==> src/design/adx_pkg.sv <==
// ============================================================================
// adx_pkg
// Shared types, register codes and constants of the ADX ADPCM decoder core.
// ============================================================================
package adx_pkg;

    // Default channel capacity and the fixed width of the channel field that
    // travels between the front and the back (covers up to eight channels).
    localparam int MAX_CHANNELS_DEF = 2;
    localparam int CH_FIELD_W       = 3;

    // Queue depths (powers of two, at least two).
    localparam int JOB_DEPTH_DEF = 2;
    localparam int OUT_DEPTH_DEF = 2;

    // Configuration port.
    localparam int CFG_INDEX_W = 2;
    localparam int CFG_DATA_W  = 14;

    localparam logic [CFG_INDEX_W-1:0] REG_COEFF_ONE     = 2'd0;
    localparam logic [CFG_INDEX_W-1:0] REG_COEFF_TWO     = 2'd1;
    localparam logic [CFG_INDEX_W-1:0] REG_BLOCK_BYTES   = 2'd2;
    localparam logic [CFG_INDEX_W-1:0] REG_CHANNEL_COUNT = 2'd3;

    // Register values after reset.
    localparam logic [13:0]        COEFF_ONE_RST     = 14'd7334;
    localparam logic signed [12:0] COEFF_TWO_RST     = -13'sd3283;
    localparam logic [7:0]         BLOCK_BYTES_RST   = 8'd18;
    localparam logic [1:0]         CHANNEL_COUNT_RST = 2'd2;

    // Stream layout.
    localparam logic [7:0] MIN_BLOCK_BYTES = 8'd3;
    localparam logic [7:0] SCALE_BYTES     = 8'd2;

    // Arithmetic.
    localparam int PRED_SHIFT = 12;
    localparam int SAMPLE_MAX = 32767;
    localparam int SAMPLE_MIN = -32768;

    typedef struct packed {
        logic [13:0]        coeff_one;
        logic signed [12:0] coeff_two;
        logic [7:0]         block_bytes;
        logic [1:0]         channel_count;
    } cfg_t;

    typedef struct packed {
        logic [7:0] data_byte;
        logic       restart;
    } in_item_t;

    typedef struct packed {
        logic signed [15:0] sample;
        logic               channel;
        logic [8:0]         index_in_block;
        logic               frame_end;
        logic               run_last;
    } out_item_t;

    // One data byte with everything the back needs to decode it.
    typedef struct packed {
        logic [7:0]            data_byte;
        logic [15:0]           scale;
        logic [CH_FIELD_W-1:0] ch;
        logic [8:0]            idx;
        logic                  frame_end;
        logic                  clear_hist;
    } job_t;

endpackage

==> src/design/adx_fifo.sv <==
// ============================================================================
// adx_fifo
// Small register queue with full/empty flags; the head is shown while not empty.
// ============================================================================
module adx_fifo
    import adx_pkg::*;
#(
    parameter int WIDTH = 8,
    parameter int DEPTH = 2
)
(
    input  logic             clk,
    input  logic             rst_n,
    input  logic             push,
    input  logic [WIDTH-1:0] wdata,
    output logic             full,
    input  logic             pop,
    output logic [WIDTH-1:0] rdata,
    output logic             empty
);

    localparam int PTR_W = $clog2(DEPTH);

    logic [WIDTH-1:0] mem_reg [DEPTH];
    logic [PTR_W-1:0] wr_ptr_reg;
    logic [PTR_W-1:0] rd_ptr_reg;
    logic [PTR_W:0]   count_reg;
    logic             do_push;
    logic             do_pop;

    assign full    = (count_reg == (PTR_W + 1)'(DEPTH));
    assign empty   = (count_reg == '0);
    assign do_push = push && !full;
    assign do_pop  = pop && !empty;
    assign rdata   = mem_reg[rd_ptr_reg];

    always_ff @(posedge clk or negedge rst_n)
    begin
        if (!rst_n)
        begin
            wr_ptr_reg <= '0;
            rd_ptr_reg <= '0;
            count_reg  <= '0;
        end
        else
        begin
            if (do_push)
            begin
                wr_ptr_reg <= wr_ptr_reg + 1'b1;
            end
            if (do_pop)
            begin
                rd_ptr_reg <= rd_ptr_reg + 1'b1;
            end
            if (do_push && !do_pop)
            begin
                count_reg <= count_reg + 1'b1;
            end
            else if (do_pop && !do_push)
            begin
                count_reg <= count_reg - 1'b1;
            end
        end
    end

    always_ff @(posedge clk)
    begin
        if (do_push)
        begin
            mem_reg[wr_ptr_reg] <= wdata;
        end
    end

endmodule

==> src/design/adx_front.sv <==
// ============================================================================
// adx_front
// Stream parser: tracks block position and channel, gathers the scale and
// queues one decode job for every data byte.
// ============================================================================
module adx_front
    import adx_pkg::*;
#(
    parameter int MAX_CHANNELS = MAX_CHANNELS_DEF,
    localparam int CH_W = (MAX_CHANNELS > 1) ? $clog2(MAX_CHANNELS) : 1
)
(
    input  logic     clk,
    input  logic     rst_n,
    input  cfg_t     cfg,
    input  logic     push,
    input  in_item_t item,
    input  logic     job_full,
    output logic     job_push,
    output job_t     job
);

    logic [7:0]      pos_reg,   pos_next;
    logic [CH_W-1:0] ch_reg,    ch_next;
    logic [15:0]     scale_reg, scale_next;
    logic            clr_reg,   clr_next;

    logic            accept;
    logic [7:0]      bb;
    logic [3:0]      cc;
    logic [7:0]      pos_base;
    logic [CH_W-1:0] ch_base;
    logic [15:0]     scale_base;
    logic [7:0]      pos_e;
    logic [CH_W-1:0] ch_e;
    logic            block_done;
    logic            last_block;
    logic [7:0]      data_pos;

    assign accept = push && !job_full;

    always_comb
    begin
        bb = (cfg.block_bytes < MIN_BLOCK_BYTES) ? MIN_BLOCK_BYTES : cfg.block_bytes;

        if (cfg.channel_count == 2'd0)
        begin
            cc = 4'd1;
        end
        else if (int'(cfg.channel_count) > MAX_CHANNELS)
        begin
            cc = 4'(MAX_CHANNELS);
        end
        else
        begin
            cc = {2'b00, cfg.channel_count};
        end

        // A restart clears the stream state before this byte is looked at.
        pos_base   = item.restart ? '0 : pos_reg;
        ch_base    = item.restart ? '0 : ch_reg;
        scale_base = item.restart ? '0 : scale_reg;

        ch_e  = (4'(ch_base) >= cc) ? '0 : ch_base;
        pos_e = (pos_base >= bb) ? '0 : pos_base;

        block_done = ({1'b0, pos_e} + 9'd1) >= {1'b0, bb};
        last_block = (4'(ch_e) + 4'd1) >= cc;
        data_pos   = pos_e - SCALE_BYTES;

        job.data_byte  = item.data_byte;
        job.scale      = scale_base;
        job.ch         = CH_FIELD_W'(ch_e);
        job.idx        = {data_pos, 1'b0};
        job.frame_end  = block_done && last_block;
        job.clear_hist = clr_reg || item.restart;

        job_push = accept && (pos_e >= SCALE_BYTES);

        pos_next   = pos_reg;
        ch_next    = ch_reg;
        scale_next = scale_reg;
        clr_next   = clr_reg;

        if (accept)
        begin
            // The history clear rides on the next data byte that is queued.
            clr_next = (clr_reg || item.restart) && !job_push;
            if (pos_e == 8'd0)
            begin
                scale_next = {item.data_byte, 8'h00};
                pos_next   = 8'd1;
                ch_next    = ch_e;
            end
            else if (pos_e == 8'd1)
            begin
                scale_next = {scale_base[15:8], item.data_byte};
                pos_next   = SCALE_BYTES;
                ch_next    = ch_e;
            end
            else
            begin
                scale_next = scale_base;
                if (block_done)
                begin
                    pos_next = '0;
                    ch_next  = last_block ? '0 : ch_e + 1'b1;
                end
                else
                begin
                    pos_next = pos_e + 8'd1;
                    ch_next  = ch_e;
                end
            end
        end
    end

    always_ff @(posedge clk or negedge rst_n)
    begin
        if (!rst_n)
        begin
            pos_reg   <= '0;
            ch_reg    <= '0;
            scale_reg <= '0;
            clr_reg   <= 1'b0;
        end
        else
        begin
            pos_reg   <= pos_next;
            ch_reg    <= ch_next;
            scale_reg <= scale_next;
            clr_reg   <= clr_next;
        end
    end

endmodule

==> src/design/adx_back.sv <==
// ============================================================================
// adx_back
// Sample engine: decodes both nibbles of a queued job, each in turn (predictor
// products, then sum, shift and saturate), and keeps the history.
// ============================================================================
module adx_back
    import adx_pkg::*;
#(
    parameter int MAX_CHANNELS = MAX_CHANNELS_DEF,
    localparam int CH_W = (MAX_CHANNELS > 1) ? $clog2(MAX_CHANNELS) : 1
)
(
    input  logic      clk,
    input  logic      rst_n,
    input  cfg_t      cfg,
    input  logic      job_empty,
    input  job_t      job,
    output logic      job_pop,
    input  logic      out_full,
    output logic      out_push,
    output out_item_t result
);

    localparam logic [1:0] ST_IDLE = 2'd0;
    localparam logic [1:0] ST_MUL  = 2'd1;
    localparam logic [1:0] ST_SUM  = 2'd2;

    logic [1:0]         state_reg;
    logic               nib_reg;
    job_t               job_reg;
    logic signed [31:0] pred_reg;
    logic signed [20:0] dsc_reg;
    logic signed [15:0] h1_reg [MAX_CHANNELS];
    logic signed [15:0] h2_reg [MAX_CHANNELS];

    logic [CH_W-1:0]    ch;
    logic signed [3:0]  d;
    logic signed [30:0] p1;
    logic signed [28:0] p2;
    logic signed [31:0] pred_sum;
    logic signed [20:0] dsc;
    logic signed [19:0] pred_sh;
    logic signed [21:0] total;
    logic signed [15:0] sat;

    always_comb
    begin
        ch       = job_reg.ch[CH_W-1:0];
        d        = nib_reg ? job_reg.data_byte[3:0] : job_reg.data_byte[7:4];
        p1       = $signed({1'b0, cfg.coeff_one}) * h1_reg[ch];
        p2       = cfg.coeff_two * h2_reg[ch];
        pred_sum = 32'(p1) + 32'(p2);
        dsc      = d * $signed({1'b0, job_reg.scale});

        pred_sh  = 20'(pred_reg >>> PRED_SHIFT);
        total    = 22'(dsc_reg) + 22'(pred_sh);
        if (total > SAMPLE_MAX)
        begin
            sat = 16'(SAMPLE_MAX);
        end
        else if (total < SAMPLE_MIN)
        begin
            sat = 16'(SAMPLE_MIN);
        end
        else
        begin
            sat = total[15:0];
        end

        result.sample         = sat;
        result.channel        = ch[0];
        result.index_in_block = job_reg.idx + {8'd0, nib_reg};
        result.frame_end      = nib_reg && job_reg.frame_end;
        result.run_last       = nib_reg;

        out_push = (state_reg == ST_SUM) && !out_full;
        job_pop  = !job_empty &&
                   ((state_reg == ST_IDLE) || ((state_reg == ST_SUM) && nib_reg && !out_full));
    end

    always_ff @(posedge clk or negedge rst_n)
    begin
        if (!rst_n)
        begin
            state_reg <= ST_IDLE;
            nib_reg   <= 1'b0;
            for (int i = 0; i < MAX_CHANNELS; i++)
            begin
                h1_reg[i] <= '0;
                h2_reg[i] <= '0;
            end
        end
        else
        begin
            case (state_reg)
                ST_IDLE:
                begin
                    if (job_pop)
                    begin
                        state_reg <= ST_MUL;
                        nib_reg   <= 1'b0;
                    end
                end
                ST_MUL:
                begin
                    state_reg <= ST_SUM;
                end
                ST_SUM:
                begin
                    if (out_push)
                    begin
                        if (!nib_reg)
                        begin
                            nib_reg   <= 1'b1;
                            state_reg <= ST_MUL;
                        end
                        else if (job_pop)
                        begin
                            nib_reg   <= 1'b0;
                            state_reg <= ST_MUL;
                        end
                        else
                        begin
                            state_reg <= ST_IDLE;
                        end
                    end
                end
                default:
                begin
                    state_reg <= ST_IDLE;
                end
            endcase

            // A restart ahead of the new job wipes every channel's history,
            // which takes the place of the update from the sample just finished.
            if (job_pop && job.clear_hist)
            begin
                for (int i = 0; i < MAX_CHANNELS; i++)
                begin
                    h1_reg[i] <= '0;
                    h2_reg[i] <= '0;
                end
            end
            else if (out_push)
            begin
                h2_reg[ch] <= h1_reg[ch];
                h1_reg[ch] <= sat;
            end
        end
    end

    always_ff @(posedge clk)
    begin
        if (job_pop)
        begin
            job_reg <= job;
        end
        if (state_reg == ST_MUL)
        begin
            pred_reg <= pred_sum;
            dsc_reg  <= dsc;
        end
    end

endmodule

==> src/design/adx_adpcm_decoder_core.sv <==
// ============================================================================
// adx_adpcm_decoder_core
// ADX ADPCM stream decoder: byte stream in, saturated PCM samples out.
// ============================================================================
//
// Channel      Handshake                    Beat
// -----------  ---------------------------  ----------------------------------
// input        push / full                  item: data_byte, restart
// result       empty / pop                  result: sample, channel,
//                                           index_in_block, frame_end, run_last
// config       cfg_valid / cfg_ready        cfg_index, cfg_data
//
// A scale byte is taken in the front and queues no job. In the sample engine
// each nibble of a data byte is worked in turn: the predictor products are
// registered, then the sum, shift and saturation write the sample and the
// history that the second nibble needs.
// Reset loads the register defaults and clears position, channel, scale
// and history. The job queue and the result queue let each side stall on
// its own; full rises only when the job queue is full.
//
// The front parses the stream and hands each data byte, with its scale,
// channel and sample index, to a short job queue. A restart raised on any
// byte is carried forward as a flag on the next queued job, which is the
// point at which the engine clears every channel's history. Results leave
// through a second queue so the engine keeps working while a sample waits.
// ============================================================================
module adx_adpcm_decoder_core
    import adx_pkg::*;
#(
    parameter int MAX_CHANNELS = MAX_CHANNELS_DEF,
    parameter int JOB_DEPTH    = JOB_DEPTH_DEF,
    parameter int OUT_DEPTH    = OUT_DEPTH_DEF
)
(
    input  logic                   clk,
    input  logic                   rst_n,

    input  logic                   push,
    input  in_item_t               item,
    output logic                   full,

    input  logic                   pop,
    output out_item_t              result,
    output logic                   empty,

    input  logic                   cfg_valid,
    output logic                   cfg_ready,
    input  logic [CFG_INDEX_W-1:0] cfg_index,
    input  logic [CFG_DATA_W-1:0]  cfg_data
);

    localparam int JOB_W = $bits(job_t);
    localparam int OUT_W = $bits(out_item_t);

    cfg_t             cfg_reg;

    logic             job_push;
    job_t             job_in;
    logic             job_full;
    logic             job_pop;
    logic [JOB_W-1:0] job_rdata;
    logic             job_empty;

    logic             out_push;
    out_item_t        out_in;
    logic             out_full;
    logic [OUT_W-1:0] out_rdata;

    // Registers are always writable; the user must write them only while the block is idle (not enforced here).
    assign cfg_ready = 1'b1;

    always_ff @(posedge clk or negedge rst_n)
    begin
        if (!rst_n)
        begin
            cfg_reg.coeff_one     <= COEFF_ONE_RST;
            cfg_reg.coeff_two     <= COEFF_TWO_RST;
            cfg_reg.block_bytes   <= BLOCK_BYTES_RST;
            cfg_reg.channel_count <= CHANNEL_COUNT_RST;
        end
        else if (cfg_valid && cfg_ready)
        begin
            case (cfg_index)
                REG_COEFF_ONE:     cfg_reg.coeff_one     <= cfg_data[13:0];
                REG_COEFF_TWO:     cfg_reg.coeff_two     <= cfg_data[12:0];
                REG_BLOCK_BYTES:   cfg_reg.block_bytes   <= cfg_data[7:0];
                REG_CHANNEL_COUNT: cfg_reg.channel_count <= cfg_data[1:0];
                default:           ;
            endcase
        end
    end

    // Input beats are taken whenever the job queue has room.
    assign full = job_full;

    adx_front #(
        .MAX_CHANNELS (MAX_CHANNELS)
    ) u_front (
        .clk      (clk),
        .rst_n    (rst_n),
        .cfg      (cfg_reg),
        .push     (push),
        .item     (item),
        .job_full (job_full),
        .job_push (job_push),
        .job      (job_in)
    );

    adx_fifo #(
        .WIDTH (JOB_W),
        .DEPTH (JOB_DEPTH)
    ) u_job_fifo (
        .clk   (clk),
        .rst_n (rst_n),
        .push  (job_push),
        .wdata (job_in),
        .full  (job_full),
        .pop   (job_pop),
        .rdata (job_rdata),
        .empty (job_empty)
    );

    adx_back #(
        .MAX_CHANNELS (MAX_CHANNELS)
    ) u_back (
        .clk       (clk),
        .rst_n     (rst_n),
        .cfg       (cfg_reg),
        .job_empty (job_empty),
        .job       (job_t'(job_rdata)),
        .job_pop   (job_pop),
        .out_full  (out_full),
        .out_push  (out_push),
        .result    (out_in)
    );

    adx_fifo #(
        .WIDTH (OUT_W),
        .DEPTH (OUT_DEPTH)
    ) u_out_fifo (
        .clk   (clk),
        .rst_n (rst_n),
        .push  (out_push),
        .wdata (out_in),
        .full  (out_full),
        .pop   (pop),
        .rdata (out_rdata),
        .empty (empty)
    );

    assign result = out_item_t'(out_rdata);

    // The front must never hand a job to a full queue.
    a_job_no_overflow: assert property (
        @(posedge clk) disable iff (!rst_n)
        job_push |-> !job_full
    ) else $error("job queued while the job queue is full");

    // The second sample of a byte always sits at an odd index in its block.
    a_pair_index: assert property (
        @(posedge clk) disable iff (!rst_n)
        !empty |-> (result.run_last == result.index_in_block[0])
    ) else $error("sample index does not match its place within the byte");

    // A frame can only end on the second sample of a byte.
    a_frame_end_last: assert property (
        @(posedge clk) disable iff (!rst_n)
        (!empty && result.frame_end) |-> result.run_last
    ) else $error("frame end flagged on the first sample of a byte");

endmodule

==> config.mk <==
export PLATFORM = sky130hd
export DESIGN_NAME = adx_adpcm_decoder_core
export DESIGN_NICKNAME = d
export VERILOG_FILES = /design/src/design/adx_pkg.sv /design/src/design/adx_fifo.sv /design/src/design/adx_front.sv /design/src/design/adx_back.sv /design/src/design/adx_adpcm_decoder_core.sv
export SDC_FILE = /design/constraint.sdc
export NUM_CORES = 2
export LEC_CHECK = 0
export BUFFER_PORTS_ARGS = -buffer_cell sky130_fd_sc_hd__buf_2
export CAP_MARGIN = 20
export CORE_MARGIN = 2
export CORE_UTILIZATION = 70
export DETAILED_ROUTE_END_ITERATION = 10
export GPL_ROUTABILITY_DRIVEN = 0
export PLACE_DENSITY = 0.87
export SYNTH_ARGS = -nofsm -noshare
export SYNTH_HDL_FRONTEND = slang
export SYNTH_SLANG_ARGS = --single-unit
==> constraint.sdc <==
create_clock -name clk -period 21.7 [get_ports clk]
set_clock_uncertainty 0.15 [all_clocks]
set_input_delay 1.085 -clock clk [delete_from_list [all_inputs] [get_ports clk]]
set_output_delay 1.085 -clock clk [all_outputs]
set_load 0.03 [all_outputs]
# Word level (Yosys, flattened, before mapping)

Memory sizes are Yosys's and may differ from the RTL's.
Index checks and enable logic that the tools add are counted.
Widths: inputs -> output; s select.

Add/subtract/negate cells: 16
$mul: 3
$lt $le $gt $ge: 11
Equal/unequal tests: 10
Muxes and demuxes: 52
Bitwise gates (word level): 1
Reductions and logical operators: 46

Operators with widths:

| cell                 | count |
|---|---|
| $mux 16              | 11 |
| $mux 32              | 4 |
| $bwmux 32            | 2 |
| $mux 8               | 7 |
| $add 31x29->32       | 1 |
| $mul 15x16->31       | 1 |
| $mul 13x16->29       | 1 |
| $add 21x20->22       | 1 |
| $gt 22x16->1 const B | 1 |
| $lt 22x16->1 const B | 1 |
| $mul 4x17->21        | 1 |
| $logic_and 1x1->1    | 19 |
| $mux 2               | 9 |
| $demux 16 s1         | 1 |
| $mux 1               | 15 |
| $eq 2x2->1 const B   | 5 |
| $logic_not 2->1      | 5 |
| $reduce_and 2->1     | 5 |
| $add 8x1->9 const B  | 1 |
| $add 9x1->9          | 1 |
| $ge 9x8->1           | 1 |
| $logic_not 1->1      | 9 |
| $add 8x1->8 const B  | 1 |
| $eq 8x1->1 const B   | 1 |
| other kinds (23)     | 35 |

Bits in registers: 226
Bits in writable memories: 126
Input bits: 30
Output and inout bits: 31
Word-level logic and storage cells: 168
Memories kept: 2

Memories:

| memory             | words | width | rd ports | clocked after memory_dff | wr ports | line           | RTL |
|---|---|---|---|---|---|---|---|
| u_job_fifo.mem_reg | 2     | 35    | 1        | 0                        | 1        | adx_fifo.sv:24 | `logic [WIDTH-1:0] mem_reg [DEPTH];` |
| u_out_fifo.mem_reg | 2     | 28    | 1        | 0                        | 1        | adx_fifo.sv:24 |  |

# Logic depth before layout (Yosys ltp)

Word-level depth: 11
Gate-level depth with buffers: 29
Depth with buffers taken out: 26

# Cells and area by module

A second synthesis with hierarchy kept.

Cells, all modules: 3033
Area total of the unflattened synthesis: 34075.2 um^2

By module, submodules not included:

| module                 | instances | cells an instance | area each (um^2) | sequential area each (um^2) |
|---|---|---|---|---|
| adx_back               | 1         | 2468              | 25189.2          | 3958.8 |
| adx_fifo (u_job_fifo)  | 1         | 137               | 2985.4           | 2382.3 |
| adx_fifo (u_out_fifo)  | 1         | 106               | 2264.7           | 1781.7 |
| adx_front              | 1         | 240               | 2207.1           | 650.6 |
| adx_adpcm_decoder_core | 1         | 82                | 1428.9           | 947.2 |

# Least setup slack after synthesis

OpenSTA, ideal clock, no wires.

Path kind: register to register
Start: register u_back.job_reg, in the netlist u_back.result[11]
End: register u_back.pred_reg[23] (data pin)
Setup time: 258 ps
Arrival: 8020 ps
Data required time: 21292 ps
Path slack: 13273 ps
Cell stages (with the launch flop): 28
Path buffers: 3
Path through: edfxtp_1 -> clkbuf_1 -> buf_1 -> mux2_2 -> clkbuf_1 -> and2_1 -> fa_1 -> inv_1 -> fa_1 -> inv_1 -> fa_1 -> inv_1 -> fa_1 -> inv_1 -> fa_1 -> fa_1 -> fa_1 -> ha_1 -> ha_1 -> a211oi_1 -> nand2_1 -> or4_1 -> a2111oi_2 -> or4_1 -> a21oi_1 -> or3_1 -> a21oi_1 -> xnor2_1

Word-level cells in the longest chain between the ends: 6
Elaborated cells on any way between the ends: 10

Ends and longest elaborated chain:

| element                                                 | line                           | RTL |
|---|---|---|
| from (decl)                                             | adx_back.sv:30                 | `job_t job_reg;` |
| from (signal assigned)                                  | adx_back.sv:156                | `job_reg <= job;` |
| $not 1->2 (implied by the code) (*)                     | adx_back.sv:50, adx_back.sv:51 |  |
| $mux 16 (on tied branches) (3 in a row)                 | adx_back.sv:50, adx_back.sv:51 |  |
| $mul 15x16->31 / $mul 13x16->29 (equally long branches) | adx_back.sv:50, adx_back.sv:51 |  |
| $add 31x29->32 (*)                                      | adx_back.sv:52                 | `pred_sum = 32'(p1) + 32'(p2);` |
| named net u_back.pred_sum[23]                           | adx_back.sv:40                 | `logic signed [31:0] pred_sum;` |
| to (signal assigned)                                    | adx_back.sv:160                | `pred_reg <= pred_sum;` |
| to (decl)                                               | adx_back.sv:31                 | `logic signed [31:0] pred_reg;` |

Mark *: on every way through the listed nets, which the timed path passes. The rest lies on a longest branch. The select of a mux whose other input is x is not followed.
A chain may end at the register's enable or synchronous reset.

# Final worst setup path

Start: register u_back.job_reg, in the netlist u_back.result[11]
End: register u_back.pred_reg[31] (data pin)

The elaborated chain is that of the path after synthesis.

==> results.ini <==
[outcome]
outcome=completed

[detailed_routing]
drt-total-wl_um=79200
first_iter_violations=2058
viasPerCell=6.14
ant_nets=0
drc=0
firstDrtPassIters=6
wl_per_cell_um=21.4
vias=22790

[sta]
tightest_slew_ps=1100
slew_headroom_pct=26.5
max_clock_freq_mhz=110
finalSetupViolCount=0
hold_viol=0
tns_ps=0
fin_crit_sh_pct=41.8
slew_viol_final=0
min_period_ps=9080
rsz0062_at_grt=false

[placement]
io_buffers=59
hpwl_um=60500

[worst_setup_path]
worst_r2r_startpoint=u_back.result[11]$_DFFE_PP_
arrival_ps=9300
crit_required_ps=21930
slowest_stage=a2111oi_2
slowest_delay_ps=680
worstSetupPathType=reg -> reg
crit_path_start=u_back.result[11]$_DFFE_PP_
crit_fanout=40
cp-end-kind=flip-flop
worstSetupStartpointType=flip-flop
cp_common_cell=fa_1

[hold_path]
worstHoldPathType=reg -> reg
hp-start=u_back.job_reg[8]$_DFFE_PP_

[floorplanning]
start_util_pct=70.5
die_h_um=222
num_io_pins=61
rows=80
core_area_sq_um=47300
die_area_sq_um=49400
die_x_um=222

[yosys]
yosysWarnings=0
syn_area_per_cell_sq_um=10.9
async_flop_share_pct=40.8
synth_edf_count=199
yosysTopAreaCellShare_pct=31.2
ys_seq_area_share_pct=28.2
postSynthCellCount=3048
synth_top_area_cell=fa_1
synth_seq_cells=336
synthesis.area_sq_um=33400
synth_flop_cell=edfxtp_1
yosysUniqueCellTypes=66
syn-num-nets=3819
synthTopCellsByArea=fa_1, edfxtp_1, dfrtp_1

[layout]
largest_reg_flops=70
n_antenna_cell=0
final_common_cell=inv_1
area_delta_synth_final_pct=6.73
drive_gt1_share_pct=10.7
layout_common_cells=inv_1, fa_1, nand2_1
fin_nets=3837

[clock_network]
cts_setup_buffers=0
clock-sinks=336
cts_max_level=2
clock_latency_ps=570
clock-root-buffer=clkbuf_16
post_cts_resized=0
clock_path_buffers=3
cts_buffers=37
ctsHoldBuffers=0
tritoncts=built
clk_pin_slew_ps=60

[grt]
grt_first_pass_wirelength_um=130000
antenna_found_initial=0
grt_max_degree=86
grt-ovfl-total=0
first_global_vias=25461
grt.total_usage_pct=33.8

[flow_run]
drv_cap=0

final timing paths:
kind,cells past startpoint,to,slack (ps)
max,25,u_back.pred_reg[31]$_DFFE_PN_,12620
min,0,u_out_fifo.mem_reg[1][8]$_DFFE_PP_,300
max reg2reg,25,u_back.pred_reg[31]$_DFFE_PN_,12620
min reg2reg,0,u_out_fifo.mem_reg[1][8]$_DFFE_PP_,300
max in group asynchronous,2,u_back.h1_reg[17]$_DFFE_PN0P_,19640
min in group asynchronous,1,u_front.scale_reg[0]$_DFFE_PN0P_,480
Yosys cell counts, types with 20 or more instances:
cell type	count
ha_1	221
edfxtp_1	199
nand2b_1	29
o21ai_0	41
a21oi_1	72
inv_1	561
mux2_2	126
or2_2	20
nor2_1	75
nand3_1	23
o21ai_1	22
and2_1	171
a21o_1	24
nor2b_1	109
nand2_1	306
fa_1	520
a22o_1	53
xnor2_1	53
clkbuf_1	100
dfrtp_1	120
area by class of cell:
cell class	count	area (sq um)
clock inverters	20	347
multi-input cells	2041	21400
inverters	561	2110
well taps	615	769
repair buffers	89	539
clock buffers	47	1000
flip-flops and latches	336	9430
fillers	2956	11700
per-layer routing:
| metal | up-vias | part of all wire, % | wire length (um) | track usage (%) |
|---|---|---|---|---|
| met5 | - | 0 | 0 | 0 |
| met4 | 0 | 6.8 | 5410 | 20.3 |
| li1 | 9694 | - | - | - |
| met2 | 1218 | 50 | 39500 | 56.7 |
| met1 | 11501 | 36 | 28100 | 41.4 |
| met3 | 377 | 7.8 | 6200 | 5.85 |
logic make-up after synthesis:
group	after synthesis	share of synthesized area [%]
muxes	136	4.55
xor gates and xnor gates	72	1.89
and+or+nand+nor	791	11.9
DFF	336	28.2
buffers and inverters	671	7.64
other	1	0.0112
adders and majority gates	741	39.5
AOI/OAI and AO/OA	300	6.25
through the flow:
stage	hold slack, ps	cells	utilization [%]	instance area [sq um]	setup slack [ps]
final	296	3709	75.2	35600	12620
after global routing	306	3709	75.2	35600	12280
after CTS	296	3706	75.1	35600	12230
after detailed placement	281	3639	72.3	34200	12300
after global placement	274	3639	72.3	34200	12680
after floorplan	271	3048	-	33400	13270
critical path: cells and delay by family, from the launching register on:
family / cells / cell delay, ps
adder cells (fa/ha/maj): 9 / 4020
AO/OA/AOI/OAI: 5 / 1790
AND/OR/NAND/NOR: 5 / 1310
flip-flops: 1 / 330
multiplexers: 1 / 550
buffers and inverters: 5 / 680
Power is not shown: default switching activity piles up to over one toggle a cycle in this logic, so the estimate is an artifact.
